### src/design/i2a_pkg.sv
// Shared types, constants and helper functions of the integer to ASCII converter.
package i2a_pkg;

    // Fixed field widths of the two channels.
    localparam int IN_VALUE_W  = 64;
    localparam int MODE_W      = 2;
    localparam int CHAR_W      = 8;

    // Default number width and queue depth between front and back.
    localparam int VALUE_W_DEF = 64;
    localparam int Q_DEPTH     = 2;

    // Format selectors. Any code with bit 1 set selects hexadecimal.
    localparam logic [MODE_W-1:0] MODE_UNSIGNED = 2'd0;
    localparam logic [MODE_W-1:0] MODE_SIGNED   = 2'd1;
    localparam logic [MODE_W-1:0] MODE_HEX      = 2'd2;

    // Character codes used outside the digit table.
    localparam logic [CHAR_W-1:0] CH_MINUS = 8'h2D;
    localparam logic [CHAR_W-1:0] CH_ZERO  = 8'h30;
    localparam logic [CHAR_W-1:0] CH_X     = 8'h78;

    // Digit table, upper-case hex.
    localparam logic [CHAR_W-1:0] DIGIT_TABLE [16] = '{
        8'h30, 8'h31, 8'h32, 8'h33, 8'h34, 8'h35, 8'h36, 8'h37,
        8'h38, 8'h39, 8'h41, 8'h42, 8'h43, 8'h44, 8'h45, 8'h46
    };

    // Classification that travels with each magnitude through the queue.
    typedef struct packed {
        logic is_hex;
        logic neg;
    } t_job_flags;

    // Sequencer states of the back end.
    typedef enum logic [2:0] {
        ST_IDLE,
        ST_CONV,
        ST_SIGN,
        ST_HEX_X,
        ST_SKIP,
        ST_EMIT
    } t_back_state;

    // Decimal digits needed for an unsigned number of the given width.
    function automatic int dec_digits(input int width);
        return (width * 30103) / 100000 + 1;
    endfunction

    // Hex digits needed for an unsigned number of the given width.
    function automatic int hex_digits(input int width);
        return (width + 3) / 4;
    endfunction

    // Digit register size: room for the longer of the two forms.
    function automatic int num_digits(input int width);
        return (dec_digits(width) > hex_digits(width)) ? dec_digits(width) : hex_digits(width);
    endfunction

    // ASCII code of one digit nibble.
    function automatic logic [CHAR_W-1:0] digit_char(input logic [3:0] nib);
        return DIGIT_TABLE[nib];
    endfunction

endpackage

### src/design/i2a_if.sv
// Stream interfaces of the number input and the character output channels.
interface i2a_in_if import i2a_pkg::*; ();
    logic                  valid;
    logic                  ready;
    logic [IN_VALUE_W-1:0] value;
    logic [MODE_W-1:0]     mode;

    modport source (output valid, output value, output mode, input ready);
    modport sink   (input valid, input value, input mode, output ready);
endinterface

interface i2a_out_if import i2a_pkg::*; ();
    logic              valid;
    logic              ready;
    logic [CHAR_W-1:0] char_code;
    logic              last;

    modport source (output valid, output char_code, output last, input ready);
    modport sink   (input valid, input char_code, input last, output ready);
endinterface

### src/design/i2a_front.sv
// Front end: accepts numbers, decodes the mode and forms the magnitude.
module i2a_front import i2a_pkg::*; #(
    parameter int VALUE_WIDTH = VALUE_W_DEF
) (
    input  logic                   i_clk,
    input  logic                   i_rst_n,
    i2a_in_if.sink                 i_num,
    output logic                   o_job_valid,
    input  logic                   i_job_ready,
    output logic [VALUE_WIDTH-1:0] o_job_mag,
    output t_job_flags             o_job_flags
);

    logic                   r_vld;
    logic [VALUE_WIDTH-1:0] r_mag;
    t_job_flags             r_flags;

    logic [VALUE_WIDTH-1:0] v;
    logic                   neg;
    logic                   take;

    // Only the low bits count; a signed negative is negated modulo the width.
    assign v    = i_num.value[VALUE_WIDTH-1:0];
    assign neg  = (i_num.mode == MODE_SIGNED) && v[VALUE_WIDTH-1];
    assign take = i_num.valid && i_num.ready;

    // The stage takes a beat whenever it is empty or its content moves on.
    assign i_num.ready = !r_vld || i_job_ready;

    always_ff @(posedge i_clk) begin
        if (!i_rst_n) begin
            r_vld <= 1'b0;
        end else if (i_num.ready) begin
            r_vld <= i_num.valid;
        end
        if (take) begin
            r_mag          <= neg ? ((~v) + {{(VALUE_WIDTH-1){1'b0}}, 1'b1}) : v;
            r_flags.is_hex <= i_num.mode[1];
            r_flags.neg    <= neg;
        end
    end

    assign o_job_valid = r_vld;
    assign o_job_mag   = r_mag;
    assign o_job_flags = r_flags;

endmodule

### src/design/i2a_queue.sv
// Short queue that decouples the front end from the back end.
module i2a_queue import i2a_pkg::*; #(
    parameter int DATA_W = VALUE_W_DEF + 2
) (
    input  logic              i_clk,
    input  logic              i_rst_n,
    input  logic              i_wr_valid,
    output logic              o_wr_ready,
    input  logic [DATA_W-1:0] i_wr_data,
    output logic              o_rd_valid,
    input  logic              i_rd_ready,
    output logic [DATA_W-1:0] o_rd_data
);

    localparam int PTR_W = (Q_DEPTH > 1) ? $clog2(Q_DEPTH) : 1;
    localparam int CNT_W = $clog2(Q_DEPTH + 1);

    logic [DATA_W-1:0] r_mem [Q_DEPTH];
    logic [PTR_W-1:0]  r_wr_ptr;
    logic [PTR_W-1:0]  r_rd_ptr;
    logic [CNT_W-1:0]  r_count;
    logic              wr_en;
    logic              rd_en;

    assign o_wr_ready = (r_count != CNT_W'(Q_DEPTH));
    assign o_rd_valid = (r_count != '0);
    assign wr_en      = i_wr_valid && o_wr_ready;
    assign rd_en      = o_rd_valid && i_rd_ready;
    assign o_rd_data  = r_mem[r_rd_ptr];

    // Storage is written at the tail only.
    always_ff @(posedge i_clk) begin
        if (wr_en) begin
            r_mem[r_wr_ptr] <= i_wr_data;
        end
    end

    // Pointers wrap at the depth; the count tracks occupancy.
    always_ff @(posedge i_clk) begin
        if (!i_rst_n) begin
            r_wr_ptr <= '0;
            r_rd_ptr <= '0;
            r_count  <= '0;
        end else begin
            if (wr_en) begin
                r_wr_ptr <= (r_wr_ptr == PTR_W'(Q_DEPTH - 1)) ? '0 : r_wr_ptr + 1'b1;
            end
            if (rd_en) begin
                r_rd_ptr <= (r_rd_ptr == PTR_W'(Q_DEPTH - 1)) ? '0 : r_rd_ptr + 1'b1;
            end
            if (wr_en && !rd_en) begin
                r_count <= r_count + 1'b1;
            end else if (rd_en && !wr_en) begin
                r_count <= r_count - 1'b1;
            end
        end
    end

endmodule

### src/design/i2a_back.sv
// Back end: binary to BCD conversion, leading zero skip and character output.
module i2a_back import i2a_pkg::*; #(
    parameter int VALUE_WIDTH = VALUE_W_DEF
) (
    input  logic                   i_clk,
    input  logic                   i_rst_n,
    input  logic                   i_job_valid,
    output logic                   o_job_ready,
    input  logic [VALUE_WIDTH-1:0] i_job_mag,
    input  t_job_flags             i_job_flags,
    i2a_out_if.source              o_text
);

    localparam int NDIG  = num_digits(VALUE_WIDTH);
    localparam int DIG_W = 4 * NDIG;
    localparam int PAD_W = DIG_W - VALUE_WIDTH;
    localparam int CNT_W = $clog2(NDIG + 1);
    localparam int BIT_W = $clog2(VALUE_WIDTH + 1);

    t_back_state            r_state, n_state;
    logic [DIG_W-1:0]       r_bcd, n_bcd;
    logic [VALUE_WIDTH-1:0] r_shift, n_shift;
    logic [BIT_W-1:0]       r_bit, n_bit;
    logic [CNT_W-1:0]       r_cnt, n_cnt;
    logic                   r_hex, n_hex;
    logic                   r_neg, n_neg;
    logic                   r_out_valid, n_out_valid;
    logic [CHAR_W-1:0]      r_char, n_char;
    logic                   r_last, n_last;

    logic                   out_free;
    logic [3:0]             top_dig;
    logic [DIG_W-1:0]       bcd_adj;

    // The output register may be loaded when empty or being drained.
    assign out_free = !r_out_valid || o_text.ready;
    assign top_dig  = r_bcd[DIG_W-1 -: 4];

    // Add three to every BCD digit of five or more before each shift.
    always_comb begin
        for (int d = 0; d < NDIG; d++) begin
            bcd_adj[4*d +: 4] = (r_bcd[4*d +: 4] >= 4'd5) ? r_bcd[4*d +: 4] + 4'd3
                                                          : r_bcd[4*d +: 4];
        end
    end

    // Sequencer: next state, datapath updates and output beat.
    always_comb begin
        n_state     = r_state;
        n_bcd       = r_bcd;
        n_shift     = r_shift;
        n_bit       = r_bit;
        n_cnt       = r_cnt;
        n_hex       = r_hex;
        n_neg       = r_neg;
        n_out_valid = o_text.ready ? 1'b0 : r_out_valid;
        n_char      = r_char;
        n_last      = r_last;
        o_job_ready = 1'b0;

        unique case (r_state)
            ST_IDLE: begin
                o_job_ready = 1'b1;
                if (i_job_valid) begin
                    n_hex   = i_job_flags.is_hex;
                    n_neg   = i_job_flags.neg;
                    n_shift = i_job_mag;
                    n_bit   = BIT_W'(VALUE_WIDTH);
                    n_cnt   = CNT_W'(NDIG);
                    if (i_job_flags.is_hex) begin
                        n_bcd   = {{PAD_W{1'b0}}, i_job_mag};
                        n_state = ST_SIGN;
                    end else begin
                        n_bcd   = '0;
                        n_state = ST_CONV;
                    end
                end
            end
            ST_CONV: begin
                n_bcd   = {bcd_adj[DIG_W-2:0], r_shift[VALUE_WIDTH-1]};
                n_shift = r_shift << 1;
                n_bit   = r_bit - 1'b1;
                if (r_bit == BIT_W'(1)) begin
                    n_state = r_neg ? ST_SIGN : ST_SKIP;
                end
            end
            ST_SIGN: begin
                if (out_free) begin
                    n_out_valid = 1'b1;
                    n_char      = r_hex ? CH_ZERO : CH_MINUS;
                    n_last      = 1'b0;
                    n_state     = r_hex ? ST_HEX_X : ST_SKIP;
                end
            end
            ST_HEX_X: begin
                if (out_free) begin
                    n_out_valid = 1'b1;
                    n_char      = CH_X;
                    n_last      = 1'b0;
                    n_state     = ST_SKIP;
                end
            end
            ST_SKIP: begin
                if (top_dig == 4'd0 && r_cnt != CNT_W'(1)) begin
                    n_bcd = {r_bcd[DIG_W-5:0], 4'd0};
                    n_cnt = r_cnt - 1'b1;
                end else begin
                    n_state = ST_EMIT;
                end
            end
            ST_EMIT: begin
                if (out_free) begin
                    n_out_valid = 1'b1;
                    n_char      = digit_char(top_dig);
                    n_last      = (r_cnt == CNT_W'(1));
                    n_bcd       = {r_bcd[DIG_W-5:0], 4'd0};
                    n_cnt       = r_cnt - 1'b1;
                    if (r_cnt == CNT_W'(1)) begin
                        n_state = ST_IDLE;
                    end
                end
            end
            default: begin
                n_state = ST_IDLE;
            end
        endcase
    end

    // State and output valid are cleared by reset; the datapath is not.
    always_ff @(posedge i_clk) begin
        if (!i_rst_n) begin
            r_state     <= ST_IDLE;
            r_out_valid <= 1'b0;
        end else begin
            r_state     <= n_state;
            r_out_valid <= n_out_valid;
        end
        r_bcd   <= n_bcd;
        r_shift <= n_shift;
        r_bit   <= n_bit;
        r_cnt   <= n_cnt;
        r_hex   <= n_hex;
        r_neg   <= n_neg;
        r_char  <= n_char;
        r_last  <= n_last;
    end

    assign o_text.valid     = r_out_valid;
    assign o_text.char_code = r_char;
    assign o_text.last      = r_last;

endmodule

### src/design/integer_to_ascii_converter.sv
// Top level of the integer to ASCII converter: front end, queue and back end.
//
//  Channel  Dir  Payload                          Beat
//  i_num    in   value[63:0], mode[1:0]           one number
//  o_text   out  char_code[7:0], last             one character
//
// Each number leaves the queue into the back end, which then runs a serial
// shift-and-add-3 conversion over all VALUE_WIDTH bits in decimal modes,
// skips leading zero digits one at a time and sends one character per beat;
// in decimal modes the serial BCD converter in the back end does most of
// the work. Hex numbers skip the converter. The front end and the
// two-entry queue keep taking numbers while the back end works. A stalled
// output beat holds its character; the sequencer waits on it. Reset is
// synchronous and clears all control state.
module integer_to_ascii_converter import i2a_pkg::*; #(
    parameter int VALUE_WIDTH = VALUE_W_DEF
) (
    input  logic      i_clk,
    input  logic      i_rst_n,
    i2a_in_if.sink    i_num,
    i2a_out_if.source o_text
);

    localparam int JOB_W = VALUE_WIDTH + $bits(t_job_flags);

    logic                   fe_valid;
    logic                   fe_ready;
    logic [VALUE_WIDTH-1:0] fe_mag;
    t_job_flags             fe_flags;

    logic                   be_valid;
    logic                   be_ready;
    logic [JOB_W-1:0]       be_data;

    i2a_front #(.VALUE_WIDTH(VALUE_WIDTH)) u_front (
        .i_clk       (i_clk),
        .i_rst_n     (i_rst_n),
        .i_num       (i_num),
        .o_job_valid (fe_valid),
        .i_job_ready (fe_ready),
        .o_job_mag   (fe_mag),
        .o_job_flags (fe_flags)
    );

    i2a_queue #(.DATA_W(JOB_W)) u_queue (
        .i_clk      (i_clk),
        .i_rst_n    (i_rst_n),
        .i_wr_valid (fe_valid),
        .o_wr_ready (fe_ready),
        .i_wr_data  ({fe_flags, fe_mag}),
        .o_rd_valid (be_valid),
        .i_rd_ready (be_ready),
        .o_rd_data  (be_data)
    );

    i2a_back #(.VALUE_WIDTH(VALUE_WIDTH)) u_back (
        .i_clk       (i_clk),
        .i_rst_n     (i_rst_n),
        .i_job_valid (be_valid),
        .o_job_ready (be_ready),
        .i_job_mag   (be_data[VALUE_WIDTH-1:0]),
        .i_job_flags (t_job_flags'(be_data[JOB_W-1:VALUE_WIDTH])),
        .o_text      (o_text)
    );

endmodule

### src/flat_wrapper.sv
// flat-port wrapper written by rule: the top's interface ports become plain ports
module integer_to_ascii_converter_flat import i2a_pkg::*;
#(
    parameter int VALUE_WIDTH = VALUE_W_DEF
)
  (i_clk, i_rst_n, i_num_valid, i_num_value, i_num_mode, i_num_ready, o_text_valid, o_text_char_code, o_text_last, o_text_ready);
  i2a_in_if i_num_i ();
  i2a_out_if o_text_i ();
  input  logic i_clk;
  input  logic i_rst_n;
  input wire logic [$bits(i_num_i.valid)-1:0] i_num_valid;
  input wire logic [$bits(i_num_i.value)-1:0] i_num_value;
  input wire logic [$bits(i_num_i.mode)-1:0] i_num_mode;
  output wire logic [$bits(i_num_i.ready)-1:0] i_num_ready;
  output wire logic [$bits(o_text_i.valid)-1:0] o_text_valid;
  output wire logic [$bits(o_text_i.char_code)-1:0] o_text_char_code;
  output wire logic [$bits(o_text_i.last)-1:0] o_text_last;
  input wire logic [$bits(o_text_i.ready)-1:0] o_text_ready;
  assign i_num_i.valid = i_num_valid;
  assign i_num_i.value = i_num_value;
  assign i_num_i.mode = i_num_mode;
  assign i_num_ready = i_num_i.ready;
  assign o_text_valid = o_text_i.valid;
  assign o_text_char_code = o_text_i.char_code;
  assign o_text_last = o_text_i.last;
  assign o_text_i.ready = o_text_ready;
  integer_to_ascii_converter #(.VALUE_WIDTH(VALUE_WIDTH)) u_core (.i_clk(i_clk), .i_rst_n(i_rst_n), .i_num(i_num_i), .o_text(o_text_i));
endmodule
### config.mk
export PLATFORM = sky130hd
export DESIGN_NAME = integer_to_ascii_converter_flat
export DESIGN_NICKNAME = d
export VERILOG_FILES = /design/src/design/i2a_pkg.sv /design/src/design/i2a_if.sv /design/src/design/i2a_front.sv /design/src/design/i2a_queue.sv /design/src/design/i2a_back.sv /design/src/design/integer_to_ascii_converter.sv /design/src/flat_wrapper.sv
export SDC_FILE = /design/constraint.sdc
export NUM_CORES = 1
export LEC_CHECK = 0
export BUFFER_PORTS_ARGS = -buffer_cell sky130_fd_sc_hd__buf_2
export CORE_ASPECT_RATIO = 0.8
export CORE_UTILIZATION = 25
export CTS_CLUSTER_DIAMETER = 150
export CTS_CLUSTER_SIZE = 25
export DETAILED_ROUTE_END_ITERATION = 12
export PLACE_DENSITY = 0.49
export SLEW_MARGIN = 0
export SYNTH_ARGS = -nofsm -noshare
export SYNTH_HDL_FRONTEND = slang
export SYNTH_SLANG_ARGS = --single-unit
### constraint.sdc
create_clock -name i_clk -period 9.15 [get_ports i_clk]
set_input_delay 1.3725 -clock i_clk [delete_from_list [all_inputs] [get_ports i_clk]]
set_output_delay 1.3725 -clock i_clk [all_outputs]
set_load 0.1 [all_outputs]
Word level (Yosys, flattened, before mapping)
Memory sizes are Yosys's and may differ from the RTL's. A register that Yosys moved wholly into a read port is not among the register bits.
Cells that the tools add are included.
Operators by class
  $add $sub $neg: 27
  bitwise logic cells: 2
  equal/unequal tests: 19
  magnitude comparators: 21
  reduce and logical (&&, ||, !) cells: 31
  multiplexer cells: 67
Operator list (count)
  80-bit one-hot mux with 4 select lines: 1
  80-bit 2-to-1 mux: 3
  64-bit 2-to-1 mux: 3
  64-bit one-hot mux with 2 select lines: 1
  4-bit by 3-bit greater-or-equal comparator with 1-bit output (second input constant): 20
  4-bit by 2-bit adder with 4-bit output (second input constant): 19
  4-bit 2-to-1 mux: 19
  64-bit by 1-bit adder with 64-bit output (second input constant): 1
  64-bit inverter: 1
  8-bit 2-to-1 mux: 5
  3-bit 2-to-1 mux: 10
  8-bit one-hot mux with 3 select lines: 1
  5-bit 2-to-1 mux: 4
  3-bit one-hot mux with 6 select lines: 1
  2-bit inequality test (second input constant): 8
  5-bit one-hot mux with 3 select lines: 1
  7-bit one-hot mux with 2 select lines: 1
  1-bit 2-to-1 mux: 12
  4-bit AND reduction: 3
  2-bit nonzero test: 4
  7-bit by 1-bit == test with 1-bit output (second input constant): 1
  1-bit logical AND: 7
  7-bit 2-to-1 mux: 1
  7-bit AND reduction: 1
  27 further kinds: 39
Storage, ports and cells
  word-level logic and storage cells: 186
  bits in read-only memories: 128
  memories: 2
  output and inout bits: 11
  bits in registers: 242
  bits in writable memories: 132
Memories
  u_core.u_queue.r_mem: words 2, width 66, read ports 1, clocked after memory_dff 1, write ports 1, line i2a_queue.sv:18  | logic [DATA_W-1:0] r_mem [Q_DEPTH];
  (name not given): words 16, width 8, read ports 1, clocked after memory_dff 0, write ports 0, line i2a_pkg.sv:62  | return DIGIT_TABLE[nib];

Logic depth before layout (Yosys ltp)
  depth in word-level cells: 6
  depth in mapped cells: 8
  mapped depth without buffers: 7

Hierarchy
Synthesis repeated with hierarchy kept, for this count alone.
Second synthesis, totals
  cells, all modules: 1481
  area total of the unflattened synthesis: 18201.2 µm²
Modules (own cells, without submodules)
  i2a_back: area an instance 9584.2 µm², cells each 954, instances 1
  i2a_queue: area an instance 5012.3 µm², cells each 229, instances 1
  i2a_front: area an instance 3604.7 µm², cells each 298, instances 1

Worst setup path before layout
No wires, ideal clock.
  path kind: input -> register
  start: in o_text_ready
  end: reg u_core.u_back.r_cnt[0] (enable)
  path buffers: 0
  arrival: 8.377 ns
  slack: 0.398 ns
  stages on the path: 4
  library setup time: 0.375 ns
  path through: nor2b_1 -> mux2_2 -> a211oi_1 -> a21boi_0
Between the ends
  word-level cells in the longest chain between the ends: 3
Ends and longest elaborated chain
  start: declaration: line flat_wrapper.sv:18  | input wire logic [$bits(o_text_i.ready)-1:0] o_text_ready;
  1-bit logical OR: line i2a_back.sv:36  | assign out_free = !r_out_valid || o_text.ready;
  2-bit inequality test (no source line)
  4-bit AND reduction (no source line)
  end signal: assignment: line i2a_back.sv:141  | r_cnt <= n_cnt;
  end: declaration: line i2a_back.sv:24  | logic [CNT_W-1:0] r_cnt, n_cnt;
No other way between the ends.
A chain may end at the register's enable or synchronous reset.

Worst setup path in the final report
  start: in i_num_value[0]
  end: reg u_core.u_front.r_mag[38] (netlist: u_core.u_front.o_job_mag[38]), data pin
Between the ends
  word-level cells in the longest chain between the ends: 3
Ends and longest elaborated chain
  start: declaration: line flat_wrapper.sv:12  | input wire logic [$bits(i_num_i.value)-1:0] i_num_value;
  64-bit inverter: line i2a_front.sv:37  | r_mag <= neg ? ((~v) + {{(VALUE_WIDTH-1){1'b0}}, 1'b1}) : v;
  64-bit by 1-bit adder with 64-bit output: line i2a_front.sv:37
  64-bit 2-to-1 mux: line i2a_front.sv:37
  end signal: assignment: line i2a_front.sv:37
  end: declaration: line i2a_front.sv:15  | logic [VALUE_WIDTH-1:0] r_mag;
No other way between the ends.

==> reports/metrics.csv <==
stage,metric,value,unit
clocking,cts repair resizes,0,
floorplanning,Core Rows,87,
route,# DRC,0,
synth,register bit total from synthesis,374,
synth,"Async S/R FF share, synth",0,%
worst_setup_path,Worst Setup End Kind,flop,
synth,syn nets,1564,
power_and_ir_drop,Pint,0.00387,W
synth,synthesized area,17800,um2
synth,Yosys warning total,0,
power_and_ir_drop,Pwr Density,316,nW/um2
synth,XOR/XNOR Fraction of Synth Area,4.66,%
worst_hold_path,HP Start,u_core.u_front.o_job_mag[1]$_DFFE_PP_,
clocking,CTS tree,built,
global_route,gr ovfl total,0,
floorplanning,# IOs,81,
power_and_ir_drop,clock share of power,14.3,%
route,Via density,4.61,
global_route,grt met1 use,16.1,%
global_route,wire length of the first global-routing pass,60500,um
synth,adder-cell share of the synthesized area,3.44,%
sta,relative slew slack,24.4,%
cells_and_area,layout cells sized above 1,9.29,%
global_route,GR Util met3,1.42,%
sta,Worst Tran Pin Value,1.13,ns
synth,largest family of logic cells by synthesized area,compound AO/OA/AOI/OAI gates,
global_route,vias in the first global route,10674,
worst_setup_path,Worst R2R End,u_core.u_back.r_shift[44]$_DFFE_PP_,
synth,multiplexer share of the synthesized area,3.95,%
worst_hold_path,Hold EP,u_core.u_queue.r_mem[0][1]$_DFFE_PP_,
power_and_ir_drop,Switching Power,0.00238,W
worst_setup_path,R2R setup slack,5.49,ns
clocking,CTS sink cnt,374,
route,drt pass-1 iters,5,
cells_and_area,nets,1610,
route,Routed wire per std cell,16.0,um
cells_and_area,Area Growth Syn to Fin,11.0,%
power_and_ir_drop,maximum vdd drop,0.176,mV
cells_and_area,filler instances,7217,
synth,Main synth FF type,edfxtp_1,
worst_hold_path,min-delay worst type,flop to flop,
global_route,layer with the highest usage,met1,
sta,RSZ-0062 raised after global routing,no,
place,Final GP Congestion,0.778,
power_and_ir_drop,Reg power frac,48.9,%
clocking,CTS buffer count,18,
synth,Yosys top cell area share,61.3,%
synth,Synth area leaders,"edfxtp_1 (61%), a21oi_1 (4.5%), mux2i_1 (3.8%)",
clocking,clk root buf,clkbuf_16,
sta,period utilization,40.1,%
route,Routed WL,38800,um
global_route,initial antenna violation count,0,
global_route,global-route usage over all layers,10.5,%
route,via count,11220,
synth,mean post-synth cell area,12.3,um2
clocking,Setup Buffers After CTS,0,
sta,Max Fclk,272,MHz
floorplanning,Starting Density,25.3,%
worst_setup_path,Reg2Reg Depth,5,
floorplanning,Core Box Area,70500,um2
floorplanning,Die W,301,um
job,MaxCap Viol Count,0,
cells_and_area,"commonest non-fill, non-tap cell in the layout",edfxtp_1,
worst_setup_path,Worst setup SP type,input pin,
clocking,clk buf depth,3,
synth,cell taking the most area after synthesis,edfxtp_1,
synth,cells after synthesis,1445,
cells_and_area,most frequent cells in the layout,"edfxtp_1 (364), a21oi_1 (161), nor2_1 (150)",
worst_hold_path,hold path cells,0,
clocking,H-tree lvl count,1,
clocking,Worst-path clk slew,0.09,ns
worst_setup_path,R2R Path Start,u_core.u_back.r_state[1]$_SDFFE_PN0P_,
power_and_ir_drop,switching share of power,38.1,%
synth,"EDFF count, synth",364,
worst_setup_path,WS Path Type,input pin to flop,
synth,Compound-Gate Fraction of Synth Area,11.7,%
worst_setup_path,Critical Path RT,9.43,ns
sta,final setup fails,0,
global_route,largest net degree at the start of global routing,110,
sta,Fin Setup TNS,0,ns
synth,post-synthesis simple-gate area fraction,11.2,%
sta,"Slew Viols, Final",0,
place,DP HPWL,26100,um
sta,hold_ws,0.450,ns
worst_setup_path,"Max FO, Critical Path",6,
power_and_ir_drop,Comb pwr share,36.8,%
clocking,Clock Latency Late Sink,0.54,ns
synth,distinct cell type count after synthesis,62,
global_route,M2 GR Usage,15.3,%
route,initial DRC count,910,
worst_setup_path,CP arrival,3.95,ns
floorplanning,die span in y,241,um
sta,number of hold violations in the final report,0,
power_and_ir_drop,leakage,6.55,nW
floorplanning,Die Footprint,72400,um2
cells_and_area,"Core Util, Final",28.1,%
place,IO buf count,79,
outcome,status,"complete, no violations",
route,Post-DRT Antenna Nets,0,
sta,"Min Clock Period, post-route",3.67,ns
synth,sequential area share after synthesis,62.4,%
clocking,Post-CTS Hold Fix Bufs,0,
sta,Clock Skew,0.0214,ns
area by class of cell:
| class | count | area [um2] | share of cell area [%] |
|---|---|---|---|
| repair buffers | 91 | 485 | 2.45 |
| flip-flops and latches | 374 | 11100 | 56.2 |
| diodes | 1 | 2.50 | 0.0126 |
| multi-input cells | 947 | 6290 | 31.8 |
| inverters | 59 | 221 | 1.12 |
| clock buffers | 26 | 502 | 2.53 |
| well taps | 934 | 1170 | 5.90 |
how the worst max path moves through the flow:
stage / end / startpoint / slack (ns) / cells after the start
6_report: u_core.u_front.o_job_mag[38]$_DFFE_PP_ / i_num_value[0] / 5.48 / 8
5_1_grt: u_core.u_back.r_shift[44]$_DFFE_PP_ / u_core.u_back.r_state[1]$_SDFFE_PN0P_ / 5.23 / 5
4_1_cts: u_core.u_back.r_shift[44]$_DFFE_PP_ / u_core.u_back.r_state[1]$_SDFFE_PN0P_ / 5.52 / 5
3_5_place_dp: u_core.u_front.o_job_mag[38]$_DFFE_PP_ / i_num_value[0] / 4.96 / 8
3_3_place_gp: u_core.u_front.o_job_mag[46]$_DFFE_PP_ / i_num_value[0] / 4.94 / 8
2_1_floorplan: u_core.u_back.r_cnt[0]$_SDFFCE_PP0P_ / o_text_ready / 0.40 / 4
state kept, by name, summed over array words and instances (netlist names), named ones only:
name and cells:
u_core.u_back.o_text.char_code 7, u_core.u_back.o_text.last 1, u_core.u_back.o_text.valid 1, u_core.u_back.r_bcd 80
u_core.u_back.r_bit 7, u_core.u_back.r_cnt 5, u_core.u_back.r_hex 1, u_core.u_back.r_neg 1
u_core.u_back.r_shift 64, u_core.u_back.r_state 3, u_core.u_front.o_job_flags 2, u_core.u_front.o_job_mag 64
u_core.u_front.o_job_valid 1, u_core.u_queue.r_count 2, u_core.u_queue.r_mem 132, u_core.u_queue.r_rd_ptr 1
u_core.u_queue.r_wr_ptr 1
metal layers:
layer / vias up / share of wire, %
met1: 5491 / 53
met4: 0 / 1.6
met3: 33 / 3.9
met5: - / 0
met2: 221 / 42
li1: 5475 / -
per-stage QoR:
stage	total power [W]	setup slack [ns]	cell area [um2]	std cells
2_1_floorplan	0.00478	0.398	17800	1445
3_3_place_gp	0.00533	4.94	19300	2405
3_5_place_dp	0.00542	4.96	19300	2405
4_1_cts	0.00633	5.52	19800	2431
5_1_grt	0.00670	5.23	19800	2431
6_report	0.00626	5.48	19800	2432
critical path, cell delays in order:
cell and delay [ns]:
buf_2 0.12, inv_1 0.05, ha_1 0.21, nor4b_1 0.64, nand2_1 0.28, nor3_1 0.88
a21oi_1 0.21, xor2_1 0.19
cell families (layout without fill, tap and decap cells):
kind of cell	Yosys count	after routing
other cells	1	2
buf+inv	124	176
fa+ha+maj	49	49
flops	374	374
simple gates	395	395
mux	70	70
compound gates	337	337
xor+xnor	95	95
synth_stat cells (46+ instances only):
| cell | n |
|---|---|
| edfxtp_1 | 364 |
| a21oi_1 | 161 |
| nor2_1 | 151 |
| nand2_1 | 75 |
| mux2i_1 | 67 |
| inv_1 | 59 |
| o21ai_0 | 59 |
| o221ai_1 | 52 |
| clkbuf_1 | 50 |
| ha_1 | 49 |
| xnor2_1 | 49 |
| xor2_1 | 46 |
power groups by stage:
| stage | registers [W] | clock network, W | logic [W] |
|---|---|---|---|
| 2_1_floorplan | 0.00307 | 0 | 0.00171 |
| 3_3_place_gp | 0.00308 | 0 | 0.00225 |
| 3_5_place_dp | 0.00309 | 0 | 0.00232 |
| 4_1_cts | 0.00306 | 0.000938 | 0.00233 |
| 5_1_grt | 0.00313 | 0.000987 | 0.00258 |
| 6_report | 0.00306 | 0.000897 | 0.00230 |
Note: power is estimated with default switching activity, not from simulation.
